===== src/sv/msync_pkg.sv =====
// ---------------------------------------------------------------------------
// msync_pkg
// Shared types and constants for the Manchester sync sampler.
// ---------------------------------------------------------------------------
package msync_pkg;

	// Timestamp arithmetic width; durations wrap modulo 2^TIME_WIDTH.
	localparam int TIME_WIDTH_DEFAULT = 32;

	localparam int TIME_W   = 32;
	localparam int PERIOD_W = 32;
	localparam int TOL_W    = 16;
	localparam int CFG_IDX_W  = 4;
	localparam int CFG_DATA_W = 32;

	// Register indexes on the configuration channel.
	localparam logic [CFG_IDX_W-1:0] CFG_MATCH_TOLERANCE = CFG_IDX_W'(0);
	localparam logic [CFG_IDX_W-1:0] CFG_DEFAULT_PERIOD  = CFG_IDX_W'(1);

	// Register reset values.
	localparam logic [TOL_W-1:0]    MATCH_TOLERANCE_RST = TOL_W'(75);
	localparam logic [PERIOD_W-1:0] DEFAULT_PERIOD_RST  = PERIOD_W'(1000);
	localparam logic [PERIOD_W-1:0] PERIOD_MAX          = '1;

	// Two equal samples in a row make one half-bit symbol.
	localparam logic [1:0] RUN_SYMBOL = 2'd2;
	localparam logic [1:0] RUN_FIRST  = 2'd1;

	// Phase codes as seen on the result channel.
	localparam logic [2:0] PHASE_CODE_WAIT  = 3'd0;
	localparam logic [2:0] PHASE_CODE_HIGH  = 3'd1;
	localparam logic [2:0] PHASE_CODE_LOW   = 3'd2;
	localparam logic [2:0] PHASE_CODE_SHIGH = 3'd3;
	localparam logic [2:0] PHASE_CODE_SLOW  = 3'd4;
	localparam logic [2:0] PHASE_CODE_ERR   = 3'd5;

	typedef enum logic [5:0] {
		PH_WAIT  = 6'b000001,
		PH_HIGH  = 6'b000010,
		PH_LOW   = 6'b000100,
		PH_SHIGH = 6'b001000,
		PH_SLOW  = 6'b010000,
		PH_ERR   = 6'b100000
	} phase_t;

	// Configuration values handed from the register file to the sampler core.
	typedef struct packed {
		logic [TOL_W-1:0]    match_tolerance;
		logic [PERIOD_W-1:0] default_period;
		logic                period_load;
	} msync_cfg_t;

	// One result item.
	typedef struct packed {
		logic                symbol_valid;
		logic                symbol_level;
		logic [PERIOD_W-1:0] sample_period_us;
		logic                locked;
		logic                sync_error;
		logic [2:0]          phase_code;
	} msync_result_t;

endpackage


===== src/sv/msync_sample_if.sv =====
// ---------------------------------------------------------------------------
// msync_sample_if
// Input channel: one line sample and its timestamp per item.
// ---------------------------------------------------------------------------
interface msync_sample_if;
	logic                       valid;
	logic                       ready;
	logic                       line_level;
	logic [msync_pkg::TIME_W-1:0] time_us;

	modport source (output valid, output line_level, output time_us, input ready);
	modport sink   (input valid, input line_level, input time_us, output ready);
endinterface


===== src/sv/msync_result_if.sv =====
// ---------------------------------------------------------------------------
// msync_result_if
// Result channel: symbol and lock status per item.
// ---------------------------------------------------------------------------
interface msync_result_if;
	logic                           valid;
	logic                           ready;
	logic                           symbol_valid;
	logic                           symbol_level;
	logic [msync_pkg::PERIOD_W-1:0] sample_period_us;
	logic                           locked;
	logic                           sync_error;
	logic [2:0]                     phase_code;

	modport source (output valid, output symbol_valid, output symbol_level,
		output sample_period_us, output locked, output sync_error,
		output phase_code, input ready);
	modport sink (input valid, input symbol_valid, input symbol_level,
		input sample_period_us, input locked, input sync_error,
		input phase_code, output ready);
endinterface


===== src/sv/msync_cfg_if.sv =====
// ---------------------------------------------------------------------------
// msync_cfg_if
// Configuration write channel: register index and write data.
// ---------------------------------------------------------------------------
interface msync_cfg_if;
	logic                             valid;
	logic                             ready;
	logic [msync_pkg::CFG_IDX_W-1:0]  reg_index;
	logic [msync_pkg::CFG_DATA_W-1:0] wdata;

	modport source (output valid, output reg_index, output wdata, input ready);
	modport sink   (input valid, input reg_index, input wdata, output ready);
endinterface


===== src/sv/manchester_sync_sampler.sv =====
// ---------------------------------------------------------------------------
// manchester_sync_sampler
// Manchester line sampler with preamble-based clock recovery.
// ---------------------------------------------------------------------------
// The block takes one line sample per item and returns exactly one result item
// for each, in order. It accepts an item in every cycle unless a result waits;
// the result of an item appears on the result channel in the cycle after it was
// accepted and is held in an output register, so a new sample is still taken
// while that result waits as long as the result is taken in the same cycle.
// The state update for an item is one pass through the sync state machine, the
// preamble duration compare and the quarter-sum adder, all between the sample
// handshake and the output register. Configuration writes are always ready and
// take effect in the next cycle; write them only while no item is in flight.
module manchester_sync_sampler #(
	parameter int TIME_WIDTH = msync_pkg::TIME_WIDTH_DEFAULT
) (
	input logic            clk,
	input logic            arst_n,
	msync_sample_if.sink   sample,
	msync_result_if.source result,
	msync_cfg_if.sink      cfg
);

	logic                              accept;
	logic                              out_valid_q;
	msync_pkg::msync_result_t          res_d;
	msync_pkg::msync_result_t          res_q;
	msync_pkg::msync_cfg_t             core_cfg;
	logic [msync_pkg::TOL_W-1:0]       match_tol_q;
	logic                              cfg_write;

	// The output register can take a new item whenever it is empty or being
	// drained in this same cycle.
	assign sample.ready = !out_valid_q || result.ready;
	assign accept       = sample.valid && sample.ready;

	assign cfg.ready = 1'b1;
	assign cfg_write = cfg.valid && cfg.ready;

	// Register file. The default period needs no storage of its own: it only
	// loads the recovered period at the moment it is written. Indexes that
	// name no register are ignored.
	always_ff @(posedge clk or negedge arst_n) begin
		if (!arst_n) begin
			match_tol_q <= msync_pkg::MATCH_TOLERANCE_RST;
		end else if (cfg_write) begin
			case (cfg.reg_index)
				msync_pkg::CFG_MATCH_TOLERANCE: begin
					match_tol_q <= cfg.wdata[msync_pkg::TOL_W-1:0];
				end
				default: begin
				end
			endcase
		end
	end

	// The core sees the new default period with a load strobe so the recovered
	// period follows it at once unless the line is locked or a sample is taken.
	assign core_cfg.match_tolerance = match_tol_q;
	assign core_cfg.default_period  = cfg.wdata[msync_pkg::PERIOD_W-1:0];
	assign core_cfg.period_load     = cfg_write &&
	                                  (cfg.reg_index == msync_pkg::CFG_DEFAULT_PERIOD);

	msync_core #(
		.TIME_WIDTH (TIME_WIDTH)
	) u_core (
		.clk        (clk),
		.arst_n     (arst_n),
		.step       (accept),
		.line_level (sample.line_level),
		.time_us    (sample.time_us),
		.cfg        (core_cfg),
		.res_d      (res_d)
	);

	always_ff @(posedge clk or negedge arst_n) begin
		if (!arst_n) begin
			out_valid_q <= 1'b0;
		end else if (accept) begin
			out_valid_q <= 1'b1;
		end else if (result.ready) begin
			out_valid_q <= 1'b0;
		end
	end

	always_ff @(posedge clk) begin
		if (accept) begin
			res_q <= res_d;
		end
	end

	assign result.valid            = out_valid_q;
	assign result.symbol_valid     = res_q.symbol_valid;
	assign result.symbol_level     = res_q.symbol_level;
	assign result.sample_period_us = res_q.sample_period_us;
	assign result.locked           = res_q.locked;
	assign result.sync_error       = res_q.sync_error;
	assign result.phase_code       = res_q.phase_code;

endmodule


===== src/sv/msync_core.sv =====
// ---------------------------------------------------------------------------
// msync_core
// Sync state machine, run counters and preamble period recovery.
// ---------------------------------------------------------------------------
module msync_core #(
	parameter int TIME_WIDTH = msync_pkg::TIME_WIDTH_DEFAULT
) (
	input  logic                          clk,
	input  logic                          arst_n,
	input  logic                          step,
	input  logic                          line_level,
	input  logic [msync_pkg::TIME_W-1:0]  time_us,
	input  msync_pkg::msync_cfg_t         cfg,
	output msync_pkg::msync_result_t      res_d
);

	localparam int QW = TIME_WIDTH - 1;

	msync_pkg::phase_t                 phase_q, phase_d;
	logic [1:0]                        high_run_q, high_run_d;
	logic [1:0]                        low_run_q, low_run_d;
	logic [TIME_WIDTH-1:0]             mark_q, mark_d;
	logic [TIME_WIDTH-1:0]             high_dur_q, high_dur_d;
	logic [msync_pkg::PERIOD_W-1:0]    period_q, period_d;

	logic [TIME_WIDTH-1:0]             now;
	logic [TIME_WIDTH-1:0]             elapsed;
	logic [TIME_WIDTH-1:0]             half_diff;
	logic [TIME_WIDTH:0]               half_sum;
	logic [QW-1:0]                     quarter;
	logic [msync_pkg::PERIOD_W-1:0]    quarter_sat;
	logic                              halves_match;
	logic                              symbol;

	assign now     = TIME_WIDTH'(time_us);
	assign elapsed = now - mark_q;

	// Preamble check: the high half is stored, the low half is the elapsed time.
	assign half_diff    = (high_dur_q > elapsed) ? (high_dur_q - elapsed)
	                                             : (elapsed - high_dur_q);
	assign halves_match = half_diff < TIME_WIDTH'(cfg.match_tolerance);
	assign half_sum     = {1'b0, high_dur_q} + {1'b0, elapsed};
	assign quarter      = half_sum[TIME_WIDTH:2];
	assign quarter_sat  = (quarter > QW'(msync_pkg::PERIOD_MAX)) ? msync_pkg::PERIOD_MAX
	                                                             : msync_pkg::PERIOD_W'(quarter);

	always_comb begin
		phase_d    = phase_q;
		high_run_d = high_run_q;
		low_run_d  = low_run_q;
		mark_d     = mark_q;
		high_dur_d = high_dur_q;
		period_d   = period_q;
		case (phase_q)
			msync_pkg::PH_HIGH: begin
				if (line_level) begin
					high_run_d = high_run_q + 2'd1;
				end else if (high_run_q != 2'd0) begin
					phase_d = msync_pkg::PH_ERR;
				end else begin
					phase_d   = msync_pkg::PH_LOW;
					low_run_d = msync_pkg::RUN_FIRST;
				end
			end
			msync_pkg::PH_LOW: begin
				if (!line_level) begin
					low_run_d = low_run_q + 2'd1;
				end else if (low_run_q != 2'd0) begin
					phase_d = msync_pkg::PH_ERR;
				end else begin
					phase_d    = msync_pkg::PH_HIGH;
					high_run_d = msync_pkg::RUN_FIRST;
				end
			end
			msync_pkg::PH_SHIGH: begin
				if (!line_level) begin
					high_dur_d = elapsed;
					mark_d     = now;
					phase_d    = msync_pkg::PH_SLOW;
				end
			end
			msync_pkg::PH_SLOW: begin
				if (line_level) begin
					if (halves_match) begin
						phase_d    = msync_pkg::PH_HIGH;
						period_d   = quarter_sat;
						high_run_d = msync_pkg::RUN_FIRST;
					end else begin
						phase_d = msync_pkg::PH_ERR;
					end
				end
			end
			msync_pkg::PH_ERR: begin
				if (!line_level) begin
					phase_d = msync_pkg::PH_WAIT;
				end
			end
			default: begin
				if (line_level) begin
					phase_d = msync_pkg::PH_SHIGH;
					mark_d  = now;
				end
			end
		endcase

		symbol = (high_run_d == msync_pkg::RUN_SYMBOL) || (low_run_d == msync_pkg::RUN_SYMBOL);
		if (symbol) begin
			high_run_d = 2'd0;
			low_run_d  = 2'd0;
		end
	end

	always_comb begin
		res_d.symbol_valid     = symbol;
		res_d.symbol_level     = symbol & line_level;
		res_d.sample_period_us = period_d;
		res_d.locked           = (phase_d == msync_pkg::PH_HIGH) || (phase_d == msync_pkg::PH_LOW);
		res_d.sync_error       = (phase_d == msync_pkg::PH_ERR);
		case (phase_d)
			msync_pkg::PH_HIGH:  res_d.phase_code = msync_pkg::PHASE_CODE_HIGH;
			msync_pkg::PH_LOW:   res_d.phase_code = msync_pkg::PHASE_CODE_LOW;
			msync_pkg::PH_SHIGH: res_d.phase_code = msync_pkg::PHASE_CODE_SHIGH;
			msync_pkg::PH_SLOW:  res_d.phase_code = msync_pkg::PHASE_CODE_SLOW;
			msync_pkg::PH_ERR:   res_d.phase_code = msync_pkg::PHASE_CODE_ERR;
			default:             res_d.phase_code = msync_pkg::PHASE_CODE_WAIT;
		endcase
	end

	always_ff @(posedge clk or negedge arst_n) begin
		if (!arst_n) begin
			phase_q    <= msync_pkg::PH_WAIT;
			high_run_q <= 2'd0;
			low_run_q  <= 2'd0;
			mark_q     <= '0;
			high_dur_q <= '0;
			period_q   <= msync_pkg::DEFAULT_PERIOD_RST;
		end else if (step) begin
			phase_q    <= phase_d;
			high_run_q <= high_run_d;
			low_run_q  <= low_run_d;
			mark_q     <= mark_d;
			high_dur_q <= high_dur_d;
			period_q   <= period_d;
		end else if (cfg.period_load && (phase_q != msync_pkg::PH_HIGH)
				&& (phase_q != msync_pkg::PH_LOW)) begin
			// A new default period shows at once unless the line is locked or a sample is taken.
			period_q <= cfg.default_period;
		end
	end

endmodule

===== src/flat_wrapper.sv =====
// flat-port wrapper written by rule: the top's interface ports become plain ports
module manchester_sync_sampler_flat 
#(
	parameter int TIME_WIDTH = msync_pkg::TIME_WIDTH_DEFAULT
)
  (clk, arst_n, sample_valid, sample_line_level, sample_time_us, sample_ready, result_valid, result_symbol_valid, result_symbol_level, result_sample_period_us, result_locked, result_sync_error, result_phase_code, result_ready, cfg_valid, cfg_reg_index, cfg_wdata, cfg_ready);
  msync_sample_if sample_i ();
  msync_result_if result_i ();
  msync_cfg_if cfg_i ();
  input logic clk;
  input logic arst_n;
  input wire logic [$bits(sample_i.valid)-1:0] sample_valid;
  input wire logic [$bits(sample_i.line_level)-1:0] sample_line_level;
  input wire logic [$bits(sample_i.time_us)-1:0] sample_time_us;
  output wire logic [$bits(sample_i.ready)-1:0] sample_ready;
  output wire logic [$bits(result_i.valid)-1:0] result_valid;
  output wire logic [$bits(result_i.symbol_valid)-1:0] result_symbol_valid;
  output wire logic [$bits(result_i.symbol_level)-1:0] result_symbol_level;
  output wire logic [$bits(result_i.sample_period_us)-1:0] result_sample_period_us;
  output wire logic [$bits(result_i.locked)-1:0] result_locked;
  output wire logic [$bits(result_i.sync_error)-1:0] result_sync_error;
  output wire logic [$bits(result_i.phase_code)-1:0] result_phase_code;
  input wire logic [$bits(result_i.ready)-1:0] result_ready;
  input wire logic [$bits(cfg_i.valid)-1:0] cfg_valid;
  input wire logic [$bits(cfg_i.reg_index)-1:0] cfg_reg_index;
  input wire logic [$bits(cfg_i.wdata)-1:0] cfg_wdata;
  output wire logic [$bits(cfg_i.ready)-1:0] cfg_ready;
  assign sample_i.valid = sample_valid;
  assign sample_i.line_level = sample_line_level;
  assign sample_i.time_us = sample_time_us;
  assign sample_ready = sample_i.ready;
  assign result_valid = result_i.valid;
  assign result_symbol_valid = result_i.symbol_valid;
  assign result_symbol_level = result_i.symbol_level;
  assign result_sample_period_us = result_i.sample_period_us;
  assign result_locked = result_i.locked;
  assign result_sync_error = result_i.sync_error;
  assign result_phase_code = result_i.phase_code;
  assign result_i.ready = result_ready;
  assign cfg_i.valid = cfg_valid;
  assign cfg_i.reg_index = cfg_reg_index;
  assign cfg_i.wdata = cfg_wdata;
  assign cfg_ready = cfg_i.ready;
  manchester_sync_sampler #(.TIME_WIDTH(TIME_WIDTH)) u_core (.clk(clk), .arst_n(arst_n), .sample(sample_i), .result(result_i), .cfg(cfg_i));
endmodule

===== config.mk =====
export PLATFORM = sky130hd
export DESIGN_NAME = manchester_sync_sampler_flat
export DESIGN_NICKNAME = d
export VERILOG_FILES = /design/src/sv/msync_pkg.sv /design/src/sv/msync_sample_if.sv /design/src/sv/msync_result_if.sv /design/src/sv/msync_cfg_if.sv /design/src/sv/manchester_sync_sampler.sv /design/src/sv/msync_core.sv /design/src/flat_wrapper.sv
export SDC_FILE = /design/constraint.sdc
export NUM_CORES = 1
export LEC_CHECK = 0
export BUFFER_PORTS_ARGS = -buffer_cell sky130_fd_sc_hd__buf_2
export CAP_MARGIN = 20
export CELL_PAD_IN_SITES_DETAIL_PLACEMENT = 0
export CELL_PAD_IN_SITES_GLOBAL_PLACEMENT = 2
export CORE_MARGIN = 2
export CORE_UTILIZATION = 41
export DETAILED_ROUTE_END_ITERATION = 10
export PLACE_DENSITY = 0.95
export SLEW_MARGIN = 0
export SYNTH_ARGS = -nofsm -noshare
export SYNTH_HDL_FRONTEND = slang
export SYNTH_HIERARCHICAL = 1
export SYNTH_SLANG_ARGS = --single-unit

===== constraint.sdc =====
create_clock -name clk -period 14.85 [get_ports clk]
set_input_delay 2.2275 -clock clk [delete_from_list [all_inputs] [get_ports clk]]
set_output_delay 2.2275 -clock clk [all_outputs]
set_load 0.02 [all_outputs]

==> flow_summary.rst, run 1 <==
.. list-table::
   :header-rows: 1

   * - Metric
     - Value
   * - Final critical-path required period
     - 11730 ps
   * - Top cells by area in the synthesized netlist
     - sky130_fd_sc_hd__dfrtp_1 (20%), sky130_fd_sc_hd__ha_1 (13%), sky130_fd_sc_hd__edfxtp_1 (8.5%), sky130_fd_sc_hd__a21oi_1 (4.7%), sky130_fd_sc_hd__o21ai_0 (4.3%)
   * - Sequential share of the synthesized area
     - approximately 31%
   * - Post-route clock period utilization
     - 79.00%
   * - Main flop type after synthesis
     - sky130_fd_sc_hd__dfrtp_1
   * - Rows
     - 67
   * - Final worst clock skew
     - 17.44 ps
   * - Most common library cells after synthesis
     - sky130_fd_sc_hd__inv_1 (156), sky130_fd_sc_hd__nand2_1 (146), sky130_fd_sc_hd__ha_1 (143)
   * - Total number of vias
     - between 10000 and 15000
   * - Overall die width
     - 187.6 um
   * - Share of the core filled with cells in the final layout
     - 45.59%
   * - Signal arrival time at the worst endpoint
     - 12060 ps
   * - Final setup margin
     - 3118 ps
   * - Post-synth top area share
     - about a fifth
   * - Resized cells post-CTS
     - 0
   * - Buffers and inverters on the worst path
     - 2
   * - Crit-path max FO
     - 32
   * - Via count of the first global-routing pass
     - 11490
   * - Detail-routed via count per cell
     - 5.469
   * - Share of post-route cells with drive strength above 1
     - 15.03%
   * - Routed wire length
     - 37400 um
   * - Leading cell type by number of instances after synthesis
     - sky130_fd_sc_hd__inv_1
   * - Sink Count
     - 162
   * - Clk Tree Root Cell
     - sky130_fd_sc_hd__clkbuf_16
   * - Global-route wire length before repair
     - 61350 um
   * - Count of max-cap constraint violations
     - 0
   * - Cell at the slowest stage of the critical path
     - sky130_fd_sc_hd__nand4_2
   * - Setup fix buffers added after clock tree synthesis
     - 0
   * - Violation count after the first detailed-routing iteration
     - approximately 840
   * - Warning count from the yosys run
     - 6
   * - Post-layout net count
     - 1877
   * - Result of the run
     - finished clean
   * - Portion of netlist area occupied by mux cells
     - 4.944%
   * - Hpwl dp
     - 29180 um
   * - Total of endpoints with negative setup slack in the final report
     - 0
   * - Required time of the worst setup path
     - 15180 ps
   * - Largest stage delay, worst path
     - 870 ps
   * - R2r startpoint
     - u_core/u_core/mark_q[1]
   * - Adder and majority cell fraction of the synthesized area
     - 13.38%
   * - Cts bufs inserted
     - 17
   * - Final Slew Violations
     - 0
   * - Clock transition time at the flip-flop clock pins of the worst setup and hold paths
     - 70 ps
   * - Classification of the worst-slack hold path
     - reg -> reg
   * - Number of enable-type register cells in the synthesized netlist
     - 39
   * - Accumulated negative setup slack
     - 0 ps
   * - Worst hold slack
     - 491.6 ps
   * - Number of unique standard cell types used by synthesis
     - 95
   * - Std-Cell Core Area
     - 0.03336 mm^2
   * - Nature of the critical path startpoint
     - input pin
   * - Worst Max-Slew Pin Slew
     - 1006 ps
   * - H-Tree Level Count
     - 4
   * - Die area
     - 0.03518 mm^2
   * - Highest achievable clock rate
     - 0.08524 GHz
   * - Type of the worst setup path
     - in -> reg
   * - Area growth from synthesis to layout
     - 10.08%
   * - Antenna Cells
     - 0
   * - Most frequent CP cell
     - sky130_fd_sc_hd__ha_1
   * - Critical Path Source
     - sample_time_us[1]
   * - Largest family of logic cells by synthesized area
     - compound AO/OA/AOI/OAI gates
   * - Flip-flop and latch count after synthesis
     - 162
   * - Worst skew pair latency
     - about 450 ps
   * - Critical path endpoint category
     - register
   * - Effective utilization at floorplan
     - between 40% and 50%
   * - 1st-pass router iterations
     - 6
   * - Compound-cell area share of the yosys netlist
     - approximately a quarter
   * - Initial antenna violation count
     - 0
   * - RD Place Congestion
     - 0.9150
   * - GRT Util Overall
     - 21.55%
   * - Setup repair after global routing missed its margin
     - false
   * - Die height
     - about 190 um
   * - Remaining antenna violation count after routing
     - 0
   * - Netlist area before placement
     - 0.01382 mm^2
   * - Drt wl/cell
     - between 15 and 20 um
   * - Post-Synth Simple-Gate Area
     - 14.85%
   * - Worst setup slack after placement
     - 2651 ps
   * - Average cell area after synthesis
     - a little under 9 um^2
   * - Hold path startpoint
     - u_core/u_core/period_q[14]
   * - Relative slew margins
     - 32.78%
   * - Total of buffers placed on input and output ports
     - 114
   * - Net count after synthesis
     - 1806
   * - Maximum number of buffers from clock root to sink
     - 2
   * - Overflow left after global routing
     - 0
   * - Post-synthesis instance total
     - 1586
   * - Count of pins on the block boundary
     - approximately 120
   * - CTS tree
     - done
   * - Proportion of synthesized flip-flops having asynchronous set or reset
     - 75.93%
   * - Gate family responsible for the most delay along the worst path
     - compound AO/OA/AOI/OAI gates
   * - Hold buffer count at CTS
     - 0
   * - Hold Vio Cnt, Final
     - 0
   * - Dominant cell type by area after synthesis
     - sky130_fd_sc_hd__dfrtp_1
   * - Post-synthesis share of cell area spent on xor and xnor gates
     - 5.388%
   * - Maximum number of pins on one net before global-route repair
     - 66
   * - # DRC
     - 0
## registers in the layout, indices dropped and copies added, names as in the netlist, 2 cells and up
| signal | cells |
|---|---|
| u_core/u_core/mark_q | 32 |
| u_core/result.phase_code | 3 |
| u_core/match_tol_q | 16 |
| u_core/u_core/phase_q | 6 |
| u_core/result.sample_period_us | 32 |
| u_core/u_core/low_run_q | 2 |
| u_core/u_core/high_run_q | 2 |
| u_core/u_core/period_q | 32 |
| u_core/u_core/high_dur_q | 32 |
## layer usage
layer	part of all wire, %	routed length [um]	GRT usage (%)	vias to the layer above
met5	0	0	0	-
met4	1.8	669	6.329	0
met3	4.1	1525	2.433	30
met2	42	15670	32.62	270
met1	52	19530	32.22	5498
li1	-	-	-	5785
## stage by stage
stage | cells | cell area, um^2
detailed placement | 2086 | 14640
CTS | 2118 | 15210
global placement | 2086 | 14640
floorplan | 1586 | 13820
finish | 2118 | 15210
global route | 2118 | 15210
## kinds of logic (layout without fill, tap and decap cells)
logic type                 Yosys count  count (layout)
AOI/OAI and AO/OA                  486             486
adders and majority gates          146             146
buffers and inverters              230             314
xor gates and xnor gates            85              85
muxes                               59              59
other                                1               1
DFF                                162             162
and+or+nand+nor                    417             417
## cell usage in the layout, fill, tap and decap left out, drive strengths merged, types with 20 or more instances in the layout
cell,instances
mux2,44
dfrtp,112
o21a,34
nor2,101
nand3,22
buf,125
nor3,24
o21ai,124
clkbuf,20
inv,161
edfxtp,39
o21bai,21
xor2,23
ha,143
nand2,147
a21oi,131
xnor2,62
a21o,34
nand4,23
## final cells by class
class	count	area, um^2
Sequential cell	162	4263
Timing Repair Buffer	125	655.6
Fill cell	3382	18150
Clock inverter	12	122.6
Inverter	157	589.3
Multi-Input combinational cell	1194	8572
Tap cell	448	560.5
Clock buffer	20	446.7
## worst register-to-register path, delay by kind of cell, from the launching register on
| family | cells | cell delay [ps] |
|---|---|---|
| AO/OA/AOI/OAI | 19 | 5410 |
| XOR/XNOR | 2 | 490 |
| adder cells (fa/ha/maj) | 3 | 720 |
| buffers and inverters | 2 | 430 |
| flip-flops | 1 | 360 |
| multiplexers | 2 | 480 |
| AND/OR/NAND/NOR | 6 | 2260 |
## path summary, 6_finish.rpt
check                      slack (ps)                          to  depth (start not counted)
min in group asynchronous        1890         u_core/result.valid                          1
hold reg to reg                   490  u_core/u_core/period_q[14]                          1
max in group asynchronous       11640  u_core/u_core/period_q[30]                          2
setup / recovery                 3120   u_core/u_core/period_q[4]                         34
setup reg to reg                 4610   u_core/u_core/period_q[4]                         34
hold / removal                    490  u_core/u_core/period_q[14]                          1
Power of run 1 is not shown: default switching activity piles up to over one toggle a cycle in this logic, so the estimate is an artifact.
==> run 2, diff against run 1 <==
- CORE_UTILIZATION: 41 -> 38
- PLACE_DENSITY: 0.95 -> 0.94
- clock period: 14.85 -> 11.83 ns (I/O delays scaled with it)
==> flow_summary.rst, run 2 (synthesis results as in run 1) <==
.. list-table::
   :header-rows: 1

   * - Metric
     - Value
   * - Resized cells post-CTS
     - 0
   * - Cts bufs inserted
     - 17
   * - Remaining antenna violation count after routing
     - 0
   * - Hold path startpoint
     - u_core/u_core/period_q[25]
   * - Storage cell area
     - 0.004263 mm^2
   * - Clock transition time at the flip-flop clock pins of the worst setup and hold paths
     - 70 ps
   * - Type of the worst setup path
     - in -> reg
   * - Worst hold slack
     - 488.9 ps
   * - Accumulated negative setup slack
     - 0 ps
   * - Area growth from synthesis to layout
     - 10.88%
   * - Crit Reg-Reg Endpoint
     - u_core/u_core/period_q[17]
   * - Overall die width
     - around 200 um
   * - R2r startpoint
     - u_core/u_core/mark_q[1]
   * - Maximum number of pins on one net before global-route repair
     - 65
   * - RD Place Congestion
     - 0.9093
   * - Cell at the slowest stage of the critical path
     - sky130_fd_sc_hd__or2_2
   * - Setup fix buffers added after clock tree synthesis
     - 0
   * - Count of max-cap constraint violations
     - 0
   * - Final-layout fill cell count
     - ~3600
   * - Drt wl/cell
     - 17.65 um
   * - Largest stage delay, worst path
     - 560 ps
   * - Nature of the critical path startpoint
     - input pin
   * - Minimum setup slack among reg-to-reg paths
     - between 2000 and 2500 ps
   * - Reg2reg path depth
     - 35
   * - Antenna Cells
     - 0
   * - Commonest non-fill, non-tap cell in the layout
     - sky130_fd_sc_hd__inv_1
   * - Final worst clock skew
     - 9.615 ps
   * - Global-route wire length before repair
     - 62110 um
   * - Clk Tree Root Cell
     - sky130_fd_sc_hd__clkbuf_16
   * - Total of endpoints with negative setup slack in the final report
     - 0
   * - Classification of the worst-slack hold path
     - reg -> reg
   * - Setup repair after global routing missed its margin
     - false
   * - Hold Vio Cnt, Final
     - 0
   * - Worst hold path endpoint
     - u_core/u_core/period_q[25]
   * - H-Tree Level Count
     - 4
   * - Routed wire length
     - between 30000 and 40000 um
   * - Detail-routed via count per cell
     - 5.444
   * - Die height
     - 194.7 um
   * - Rows
     - 69
   * - Worst skew pair latency
     - about 440 ps
   * - Total number of vias
     - 11640
   * - 1st-pass router iterations
     - 5
   * - CTS tree
     - done
   * - Hpwl dp
     - 29480 um
   * - Via count of the first global-routing pass
     - 11510
   * - Share of the core filled with cells in the final layout
     - 42.97%
   * - Result of the run
     - finished clean
   * - Crit-path max FO
     - 26
   * - Sink Count
     - 162
   * - Commonest cells after routing, fill and taps aside
     - sky130_fd_sc_hd__inv_1 (156), sky130_fd_sc_hd__nand2_1 (146), sky130_fd_sc_hd__ha_1 (143)
   * - Share of post-route cells with drive strength above 1
     - 15.38%
   * - # DRC
     - 0
   * - GRT Util Overall
     - approximately a fifth
   * - Final critical-path required period
     - 10600 ps
   * - Worst Max-Slew Pin Slew
     - 1009 ps
   * - Die area
     - 0.03790 mm^2
   * - Post-layout net count
     - 1884
   * - Signal arrival time at the worst endpoint
     - about 11000 ps
   * - Required time of the worst setup path
     - 12200 ps
   * - Maximum number of buffers from clock root to sink
     - 2
   * - Relative slew margins
     - 32.71%
   * - Total area of multi-input combinational cells
     - ~0.0086 mm^2
   * - Final Slew Violations
     - 0
   * - Worst Hold Depth
     - 1
   * - Overflow left after global routing
     - 0
   * - Count of pins on the block boundary
     - 116
   * - Effective utilization at floorplan
     - 38.75%
   * - Post-route clock period utilization
     - 89.64%
   * - Hold buffer count at CTS
     - 0
   * - Initial antenna violation count
     - 0
   * - Std-Cell Core Area
     - 0.03566 mm^2
   * - Total of buffers placed on input and output ports
     - about 110
   * - Critical path endpoint category
     - register
   * - Violation count after the first detailed-routing iteration
     - 842
   * - Highest achievable clock rate
     - 0.09430 GHz
run 2: cell type report:
type	instances	share of cell area [%]
inverter	157	3.846
sequential	162	27.82
clock buffer	21	3.152
multi-input combinational	1194	55.95
clock inverter	11	0.7595
tap	461	3.765
timing repair buffer	132	4.704
run 2: routing by layer:
layer / track usage [%] / vias up / share of wire (%)
li1: - / 5785 / -
met1: 30.46 / 5488 / 51
met2: 30.48 / 323 / 42
met3: 2.880 / 43 / 4.9
met4: 5.157 / 0 / 1.7
met5: 0 / - / 0
run 2: critical path, delay by kind of cell:
| family | cells | cell delay, ps |
|---|---|---|
| and+or+nand+nor | 10 | 3160 |
| adders and majority gates | 3 | 910 |
| muxes | 1 | 180 |
| xor gates and xnor gates | 2 | 490 |
| AOI/OAI and AO/OA | 17 | 4050 |
| buffers and inverters | 2 | 390 |
run 2: how the worst max path moves through the flow:
stage,from,to,cells past startpoint
2_1_floorplan,sample_time_us[1],u_core/result.sample_period_us[10],35
3_3_place_gp,sample_time_us[1],u_core/u_core/period_q[12],35
3_5_place_dp,sample_time_us[1],u_core/u_core/period_q[11],35
4_1_cts,sample_time_us[1],u_core/u_core/period_q[17],35
5_1_grt,sample_time_us[1],u_core/u_core/period_q[17],35
6_report,sample_time_us[1],u_core/u_core/period_q[17],35
run 2: per-stage QoR:
stage	worst slack [ps]	std cells	area [um^2]
CTS	1253	2138	15320
finish	1226	2138	15320
global placement	1098	2106	14720
detailed placement	810.0	2106	14720
global route	565.4	2138	15320
floorplan	2071	1586	13820
Power of run 2 is left out for the same reason.
